File: config.mk
export PLATFORM = sky130hd
export DESIGN_NAME = kway_merge_min_heap
export DESIGN_NICKNAME = d
export VERILOG_FILES = /design/src/rtl/kmh_pkg.sv /design/src/rtl/kway_merge_min_heap.sv /design/src/rtl/kmh_ram.sv
export SDC_FILE = /design/constraint.sdc
export NUM_CORES = 2
export LEC_CHECK = 0
export BUFFER_PORTS_ARGS = -buffer_cell sky130_fd_sc_hd__buf_2
export CAP_MARGIN = 20
export CORE_ASPECT_RATIO = 0.6
export CORE_MARGIN = 2
export CORE_UTILIZATION = 36
export CTS_CLUSTER_DIAMETER = 40
export DETAILED_ROUTE_END_ITERATION = 10
export HOLD_SLACK_MARGIN = 0.08
export PLACE_DENSITY = 0.56
export REMOVE_ABC_BUFFERS = 1
export SLEW_MARGIN = 20
export SYNTH_ARGS = -nofsm -noshare
export SYNTH_HDL_FRONTEND = slang
export SYNTH_SLANG_ARGS = --single-unit
File: constraint.sdc
create_clock -name aclk -period 82.5 [get_ports aclk]
set_input_delay 12.375 -clock aclk [delete_from_list [all_inputs] [get_ports aclk]]
set_output_delay 12.375 -clock aclk [all_outputs]
set_load 0.005 [all_outputs]
File: src/rtl/kmh_pkg.sv
// ----------------------------------------------------------------------------
// kmh_pkg
// Types, codes and the ordering function of the k-way merge heap.
// ----------------------------------------------------------------------------
package kmh_pkg;

    typedef enum logic [1:0] {
        ACT_LOAD    = 2'd0,
        ACT_REPLACE = 2'd1,
        ACT_EXHAUST = 2'd2,
        ACT_CLEAR   = 2'd3
    } act_t;

    typedef enum logic [1:0] {
        STAT_OK   = 2'd0,
        STAT_END  = 2'd1,
        STAT_FULL = 2'd2
    } stat_t;

    typedef struct packed {
        logic [63:0] payload;
        logic [3:0]  source;
        logic [63:0] rtime;
    } entry_t;

    localparam int unsigned EntryW = $bits(entry_t);

    // signed time first, lower source wins ties
    function automatic logic ent_less(input entry_t a, input entry_t b);
        logic [67:0] ka;
        logic [67:0] kb;
        ka = {~a.rtime[63], a.rtime[62:0], a.source};
        kb = {~b.rtime[63], b.rtime[62:0], b.source};
        return ka < kb;
    endfunction

endpackage

File: src/rtl/kway_merge_min_heap.sv
// Each request walks the heap level by level: load sifts the new entry up, replace
// and exhaust sift the root entry down, and clear resets the fill count.
// A new request is taken only once the previous result has been accepted; the
// single RAM read port and the shared comparator set the per-level cost.
// Reset: synchronous active-low aresetn empties the heap and drops any result;
// the node RAM is not cleared.
// ----------------------------------------------------------------------------
// kway_merge_min_heap
// K-way merge engine over a binary min-heap of stream heads kept in RAM.
// ----------------------------------------------------------------------------
module kway_merge_min_heap
    import kmh_pkg::*;
#(
    parameter int WAYS = 16
) (
    input  logic         aclk,
    input  logic         aresetn,
    input  logic         s_tvalid,
    output logic         s_tready,
    input  logic [135:0] s_tdata,   // rec_time[63:0], source_id[67:64], rec_payload[131:68]
    input  logic [1:0]   s_tuser,   // action[1:0]
    output logic         m_tvalid,
    input  logic         m_tready,
    output logic [143:0] m_tdata,   // top_time[63:0], top_source[67:64],
                                    // top_payload[131:68], fill_count[136:132]
    output logic [2:0]   m_tuser    // top_valid[0], status[2:1]
);

    localparam int IW = (WAYS > 1) ? $clog2(WAYS) : 1;
    localparam int CW = $clog2(WAYS + 1);
    localparam int XW = IW + 2;

    typedef enum logic [3:0] {
        S_IDLE, S_UP, S_UP_CMP, S_DN_RDL, S_DN_RDR, S_DN_CMP, S_DN_SEL,
        S_LAST_RD, S_LAST_WT, S_DONE
    } state_t;

    state_t          state_reg;
    logic [CW-1:0]   cnt_reg;
    logic [IW-1:0]   pos_reg;
    logic [IW-1:0]   cidx_reg;
    entry_t          item_reg;
    entry_t          cand_reg;
    entry_t          top_reg;
    logic            drop_reg;
    logic            m_valid_reg;
    logic [143:0]    m_data_reg;
    logic [2:0]      m_user_reg;

    logic            wr_en;
    logic [IW-1:0]   wr_addr;
    entry_t          wr_data;
    logic [IW-1:0]   rd_addr;
    logic [EntryW-1:0] rd_raw;
    entry_t          rd_data;
    entry_t          cmp_a;
    entry_t          cmp_b;
    logic            less;
    logic [XW-1:0]   lchild;
    logic [XW-1:0]   rchild;
    logic [IW-1:0]   parent;
    logic            accept;
    entry_t          in_ent;
    act_t            in_act;

    kmh_ram #(.WIDTH(EntryW), .DEPTH(WAYS)) u_ram (
        .aclk    (aclk),
        .wr_en   (wr_en),
        .wr_addr (wr_addr),
        .wr_data (wr_data),
        .rd_addr (rd_addr),
        .rd_data (rd_raw)
    );

    assign rd_data = entry_t'(rd_raw);
    assign lchild  = XW'({pos_reg, 1'b1});
    assign rchild  = lchild + XW'(1);
    assign parent  = (pos_reg - IW'(1)) >> 1;
    assign accept  = s_tvalid && s_tready;
    assign in_act  = act_t'(s_tuser);
    assign in_ent  = '{payload: s_tdata[131:68], source: s_tdata[67:64],
                       rtime: s_tdata[63:0]};
    assign less    = ent_less(cmp_a, cmp_b);

    always_comb begin
        cmp_a   = cand_reg;
        cmp_b   = item_reg;
        wr_en   = 1'b0;
        wr_addr = pos_reg;
        wr_data = item_reg;
        rd_addr = '0;
        case (state_reg)
            S_UP: begin
                wr_en   = (pos_reg == '0);
                rd_addr = parent;
            end
            S_UP_CMP: begin
                cmp_a   = item_reg;
                cmp_b   = rd_data;
                wr_en   = 1'b1;
                wr_data = less ? rd_data : item_reg;
            end
            S_DN_RDL: begin
                wr_en   = (lchild >= XW'(cnt_reg));
                rd_addr = lchild[IW-1:0];
            end
            S_DN_RDR: begin
                rd_addr = rchild[IW-1:0];
            end
            S_DN_CMP: begin
                cmp_a = rd_data;
                cmp_b = cand_reg;
            end
            S_DN_SEL: begin
                wr_en   = 1'b1;
                wr_data = less ? cand_reg : item_reg;
            end
            S_LAST_RD: begin
                rd_addr = cnt_reg[IW-1:0];
            end
            default: begin
            end
        endcase
    end

    always_ff @(posedge aclk) begin
        if (!aresetn) begin
            state_reg   <= S_IDLE;
            cnt_reg     <= '0;
            m_valid_reg <= 1'b0;
        end else begin
            if (m_valid_reg && m_tready) begin
                m_valid_reg <= 1'b0;
            end
            if (wr_en && wr_addr == '0) begin
                top_reg <= wr_data;
            end
            case (state_reg)
                S_IDLE: begin
                    if (accept) begin
                        drop_reg <= 1'b0;
                        pos_reg  <= '0;
                        state_reg <= S_DONE;
                        case (in_act)
                            ACT_LOAD: begin
                                if (cnt_reg == CW'(WAYS)) begin
                                    drop_reg <= 1'b1;
                                end else begin
                                    item_reg  <= in_ent;
                                    pos_reg   <= cnt_reg[IW-1:0];
                                    cnt_reg   <= cnt_reg + CW'(1);
                                    state_reg <= S_UP;
                                end
                            end
                            ACT_REPLACE: begin
                                if (cnt_reg != '0) begin
                                    item_reg  <= '{payload: in_ent.payload,
                                                   source: top_reg.source,
                                                   rtime: in_ent.rtime};
                                    state_reg <= S_DN_RDL;
                                end
                            end
                            ACT_EXHAUST: begin
                                if (cnt_reg != '0) begin
                                    cnt_reg <= cnt_reg - CW'(1);
                                    if (cnt_reg != CW'(1)) begin
                                        state_reg <= S_LAST_RD;
                                    end
                                end
                            end
                            default: begin
                                cnt_reg <= '0;
                            end
                        endcase
                    end
                end
                S_UP: begin
                    cidx_reg  <= parent;
                    state_reg <= (pos_reg == '0) ? S_DONE : S_UP_CMP;
                end
                S_UP_CMP: begin
                    if (less) begin
                        pos_reg   <= cidx_reg;
                        state_reg <= S_UP;
                    end else begin
                        state_reg <= S_DONE;
                    end
                end
                S_DN_RDL: begin
                    state_reg <= (lchild >= XW'(cnt_reg)) ? S_DONE : S_DN_RDR;
                end
                S_DN_RDR: begin
                    cand_reg  <= rd_data;
                    cidx_reg  <= lchild[IW-1:0];
                    state_reg <= (rchild < XW'(cnt_reg)) ? S_DN_CMP : S_DN_SEL;
                end
                S_DN_CMP: begin
                    if (less) begin
                        cand_reg <= rd_data;
                        cidx_reg <= rchild[IW-1:0];
                    end
                    state_reg <= S_DN_SEL;
                end
                S_DN_SEL: begin
                    if (less) begin
                        pos_reg   <= cidx_reg;
                        state_reg <= S_DN_RDL;
                    end else begin
                        state_reg <= S_DONE;
                    end
                end
                S_LAST_RD: begin
                    state_reg <= S_LAST_WT;
                end
                S_LAST_WT: begin
                    item_reg  <= rd_data;
                    pos_reg   <= '0;
                    state_reg <= S_DN_RDL;
                end
                S_DONE: begin
                    m_valid_reg <= 1'b1;
                    if (cnt_reg != '0) begin
                        m_data_reg <= {7'd0, 5'(cnt_reg), top_reg.payload,
                                       top_reg.source, top_reg.rtime};
                    end else begin
                        m_data_reg <= {7'd0, 5'(cnt_reg), 132'd0};
                    end
                    m_user_reg[0] <= (cnt_reg != '0);
                    if (drop_reg) begin
                        m_user_reg[2:1] <= STAT_FULL;
                    end else if (cnt_reg == '0) begin
                        m_user_reg[2:1] <= STAT_END;
                    end else begin
                        m_user_reg[2:1] <= STAT_OK;
                    end
                    state_reg <= S_IDLE;
                end
                default: begin
                    state_reg <= S_IDLE;
                end
            endcase
        end
    end

    assign s_tready = (state_reg == S_IDLE) && !m_valid_reg;
    assign m_tvalid = m_valid_reg;
    assign m_tdata  = m_data_reg;
    assign m_tuser  = m_user_reg;

endmodule

File: src/rtl/kmh_ram.sv
// ----------------------------------------------------------------------------
// kmh_ram
// Generic single-write, single-read RAM with registered read data.
// ----------------------------------------------------------------------------
module kmh_ram #(
    parameter int WIDTH = 8,
    parameter int DEPTH = 16
) (
    input  logic                     aclk,
    input  logic                     wr_en,
    input  logic [$clog2(DEPTH)-1:0] wr_addr,
    input  logic [WIDTH-1:0]         wr_data,
    input  logic [$clog2(DEPTH)-1:0] rd_addr,
    output logic [WIDTH-1:0]         rd_data
);

    logic [WIDTH-1:0] mem [DEPTH];
    logic [WIDTH-1:0] rd_data_reg;

    always_ff @(posedge aclk) begin
        if (wr_en) begin
            mem[wr_addr] <= wr_data;
        end
        rd_data_reg <= mem[rd_addr];
    end

    assign rd_data = rd_data_reg;

endmodule

Yosys cells after proc, flatten, opt, wreduce, memory -nomap -nowiden --
Memory sizes are Yosys's and may differ from the RTL's. A register that Yosys moved wholly into a read port is not among the register bits. Index checks and enable logic that the tools add are counted.
Storage, ports and cells: bits in registers 562, RAM bits 2112, input port bits 142, output and inout bits 149, word-level logic and storage cells 117, memories 1
Cells by class: add/subtract/negate cells 4, $lt $le $gt $ge 3, equal/unequal tests 21, muxes and demuxes 42, bitwise operators 3, reduce and logical (&&, ||, !) cells 24
Memory list:
- u_ram.mem | words 16, width 132, read ports 1, clocked after memory_dff 1, write ports 1, line kmh_ram.sv:17 | logic [WIDTH-1:0] mem [DEPTH];
Operator list (number):
- $pmux W132 S2 | 4
- $mux W132 | 6
- $pmux W68 S2 | 2
- $lt A68 B68 Y1 | 1
- $mux W4 | 14
- $pmux W4 S3 | 3
- $pmux W4 S9 | 1
- $eq A4 B3 Y1 const B | 4
- $pmux W4 S4 | 1
- $pmux W5 S3 | 1
- $mux W5 | 2
- $reduce_and A3 Y1 | 3
- $eq A4 B2 Y1 const B | 2
- $eq A4 B4 Y1 const B | 2
- $logic_not A4 Y1 | 2
- $ne A2 B2 Y1 const B | 4
- $add A5 B1 Y6 const B | 1
- $lt A6 B5 Y1 | 1
- $mux W1 | 6
- $ne A3 B3 Y1 const B | 2
- $reduce_and A6 Y1 | 1
- $reduce_bool A2 Y1 | 3
- $reduce_bool A3 Y1 | 2
- $add A5 B1 Y5 const B | 1
- 22 further kinds | 28

Longest topological paths before layout --
depth after elaboration 6, depth in mapped cells 18, depth with buffers taken out 13

Cells and area by module --
Synthesis repeated with hierarchy kept, for this count alone.
Second synthesis, totals: cells, all modules 5361, area, all modules 109276.1 µm²
Modules (own cells, without submodules):
- kmh_ram | instances 1, cells each 3454, area each 82046.2 µm², seq. area each 66063.4 µm²
- kway_merge_min_heap | instances 1, cells each 1907, area each 27229.9 µm², seq. area each 16565.9 µm²

Worst setup path after synthesis --
OpenSTA, ideal clock, no wires.
path type input port to flip-flop, from input port s_tuser[0], to register item_reg[0] in the netlist's numbering, enable pin, setup time 1.327 ns, data arrival time 33.492 ns, required time 81.173 ns, slack 47.681 ns, stages on the path 6, buffers on the path 2, cells stage by stage clkbuf_1 nor2b_1 clkbuf_1 a41oi_1 nor2_1 a2111oi_0
On the way: cells in the longest elaborated chain, start to end 3, elaborated cells between the ends (all ways) 6, those cells by class eq/ne (4); reduce/logical (2)
RTL lines:
- from (decl) | line kway_merge_min_heap.sv:21 | input logic [1:0] s_tuser,
- $eq A2 B1 Y1 / $logic_not A2 Y1 (equally long branches) | line kway_merge_min_heap.sv:144 | case (in_act)
- $ne A3 B1 Y1 (no line) / $ne A3 B3 Y1 (equally long branches)
- $reduce_and A6 Y1 (no line) (*)
- to (signal assigned) | line kway_merge_min_heap.sv:149 | item_reg <= in_ent;
- to (signal assigned) | line kway_merge_min_heap.sv:157 | item_reg <= '{payload: in_ent.payload,
- to (signal assigned) | line kway_merge_min_heap.sv:216 | item_reg <= rd_data;
- to (decl) | line kway_merge_min_heap.sv:42 | entry_t item_reg;
Mark *: on every way between the ends. The rest lies on a longest branch, timed or not. A chain may end at the register's enable or synchronous reset.

Worst setup path after layout --
from input port s_tuser[1], to register item_reg[77] in the netlist's numbering, enable pin
Same word-level chain as after synthesis.

==> impl_metrics.csv <==
group,metric,value,unit
power,p_seq_share,42.7,%
run_status,status,"finished, final reports clean",
sta,tns,0,ns
drt,routed_wl,275000,um
final_layout,final_common_cell,"edfxtp_1",
yosys,synth_area_per_cell,20.9,um2
yosys,synth_area_leaders,"edfxtp_1 73%, mux4_2 11%, mux2i_1 3.7%",
drt,drtIter0Drc,5479,
yosys,ys_seq_area_share,75.1,%
power,ir_drop,0.0240,mV
power,intPower,0.00310,W
final_layout,area_growth,16.0,%
worst_setup_path,worstSetupEndpointType,"flip-flop",
drt,drc,0,
worst_setup_path,criticalPathCategory,"primary input to flip-flop",
place,gp_congestion,0.720,
power,comb_power_share,23.3,%
clock_tree,cts_hold_buffers,0,
global_routing,antenna_found_initial,16,
global_routing,grt_max_degree,136,
die,core_area,304000,um2
sta,hold_ws,0.417,ns
drt,vias_per_cell,5.31,
worst_setup_path,cp.arrival,15.62,ns
yosys,netlist_instances,5251,
place,hpwl,143000,um
clock_tree,root_buffer,"clkbuf_16",
yosys,synth_top_area_share,72.5,%
power,p_sw,0.00126,W
global_routing,grt_pass1_vias,53642,
sta,worst_pin_slew,1.13,ns
power,leakagePower,43.1,nW
global_routing,grt_usage,17.4,%
hold_path,min_path_type,"flip-flop to flip-flop",
final_layout,largest_register_ffs,2112,
clock_tree,postCtsSetupBuffers,0,
die,initial_core_util,36.1,%
sta,fmax,0.0660,GHz
final_layout,final_nets,5914,
final_layout,regMostFlops,"u_ram.mem",
final_layout,final_cell_mix,"2657 x edfxtp_1, 528 x mux4_2, 403 x mux2i_1, 337 x clkbuf_16, 335 x mux2_2",
clock_tree,htreeDepth,5,
sta,rsz0062_at_grt,"false",
yosys,synth_seq_cells,2799,
final_layout,seq_area,82600,um2
drt,final_antenna_net_count,0,
drt,vias,53206,
clock_tree,cts.clk_slew.worst_paths,0.07,ns
power,p_total,0.00437,W
sta,finalHoldViolCount,0,
yosys,yosysTopAreaCell,"edfxtp_1",
die,io_pins,291,
global_routing,grt_remaining_overflow,0,
die,fp.dieW,718,um
clock_tree,clock-sinks,2799,
die,rows,157,
clock_tree,cts_buffers,326,
place,port_buffers,279,
sta,fin_crit_sh,18.4,%
worst_setup_path,r2r_slack,73.62,ns
die,die_area,310000,um2
sta,finClkSkew,0.0740,ns
drt,first_pass_iters,5,
final_layout,drive_gt1_share,31.5,%
job,cap_violations,0,
power,pwr-share-clk,34.1,%
clock_tree,clkLatencyLatePin,0.91,ns
sta,finalMaxSlewViolations,0,
worst_setup_path,cp.required,82.97,ns
global_routing,grt_pass1_wl,392000,um
clock_tree,cts_resized,0,
die,die_h,432,um
sta,relSlewSlack,24.7,%
worst_setup_path,cp-start-kind,"primary input",
yosys,synth-edff-count,2657,
sta,setup_viol,0,
power,swShare,28.9,%
yosys,async_flop_share,0,%
worst_setup_path,crit_fanout,35,
yosys,ys.flop_type,"edfxtp_1",
yosys,netlist_area,110000,um2
drt,post_drt_wl_per_cell,27.5,um
sta,post-route-min-period,15.15,ns
final_layout,final.fill_count,26498,
power,power_density,34.2,nW/um2
final_layout,multi_input_area,26200,um2
yosys,yosysWarnings,0,
clock_tree,cts_buffer_depth,4,
yosys,yosysUniqueCellTypes,62,
clock_tree,cts_tree,"done",
-- Yosys cell counts (3+ instances only) --
library cell,n
dfxtp_1,142
xor2_1,3
nand4_1,11
nor3_1,11
buf_2,133
o21a_1,5
nand3_1,12
or3_1,4
mux2_4,58
mux2_2,335
buf_6,7
o21ai_0,29
buf_1,25
edfxtp_1,2657
a22oi_1,68
nor2_1,25
buf_4,7
clkbuf_1,111
a22o_1,70
nor4_1,3
o31ai_1,4
mux4_2,528
a21oi_1,106
a31oi_1,4
nand2b_1,4
and2_1,138
inv_1,11
nor2b_1,9
xnor2_1,4
mux2i_1,403
ha_1,82
a21o_1,12
and4_1,4
and4b_1,6
nand2_1,171
and3_1,7
a221oi_1,3
or2_2,3
nor4b_1,6
-- metrics by stage --
stage | instance area, um2 | setup slack [ns] | std cells | utilization (%)
after floorplan | 109000 | 47.95 | 4974 | -
after global placement | 116000 | 66.53 | 9415 | 38.2
after detailed placement | 116000 | 66.49 | 9416 | 38.2
after CTS | 128000 | 67.40 | 10015 | 41.9
after global routing | 128000 | 67.20 | 10017 | 41.9
final | 128000 | 67.35 | 10017 | 41.9
-- per-layer routing --
layer,track usage [%],part of all wire [%],vias up
met4,3.84,1.8,0
met2,26.3,45,1747
met3,3.12,6.5,350
li1,-,-,22595
met1,26.3,47,28514
met5,0,0,-
-- final timing paths --
path,from,to,depth (start not counted)
worst max-delay path,s_tuser[1],item_reg[77]$_DFFE_PP_,8
worst min-delay path,u_ram.rd_data[130]$_DFF_P_,cand_reg[130]$_DFFE_PP_,0
worst max register to register,state_reg[0]$_SDFFE_PN0N_,top_reg[44]$_DFFE_PP_,18
worst min register to register,u_ram.rd_data[130]$_DFF_P_,cand_reg[130]$_DFFE_PP_,0
-- logic make-up after synthesis --
group	Yosys count	synth area share, %
other	1	0.00341
AOI/OAI and AO/OA	320	1.97
and+or+nand+nor	423	2.00
buffers and inverters	295	1.23
muxes	1324	18.7
xor gates and xnor gates	7	0.0557
adders and majority gates	82	0.933
DFF	2799	75.1
-- critical path, stage by stage --
cell       delay (ns)
buf_2            0.26
nor2b_1          0.27
a41oi_1          0.28
nor2_1           0.09
a2111oi_2        0.21
buf_4            0.67
buf_4            0.71
buf_4            0.57
-- power by group through the flow --
stage	combinational [W]	clock (W)	sequential [W]
6_report	0.00102	0.00149	0.00186
5_1_grt	0.00110	0.00158	0.00187
4_1_cts	0.00103	0.00152	0.00186
3_5_place_dp	0.00103	0	0.00189
3_3_place_gp	0.00101	0	0.00188
2_1_floorplan	0.00133	0	0.00189
-- area by class of cell --
type                       instances  share of cell area, %
antenna                            2                0.00392
clock buffer                     400                   6.89
clock inverter                   199                   1.86
inverter                          12                 0.0353
multi-input combinational       2163                   20.6
sequential                      2799                   64.8
tap                             4054                   3.98
timing repair buffer             388                   1.91
Note: power is estimated with default switching activity, not from simulation.
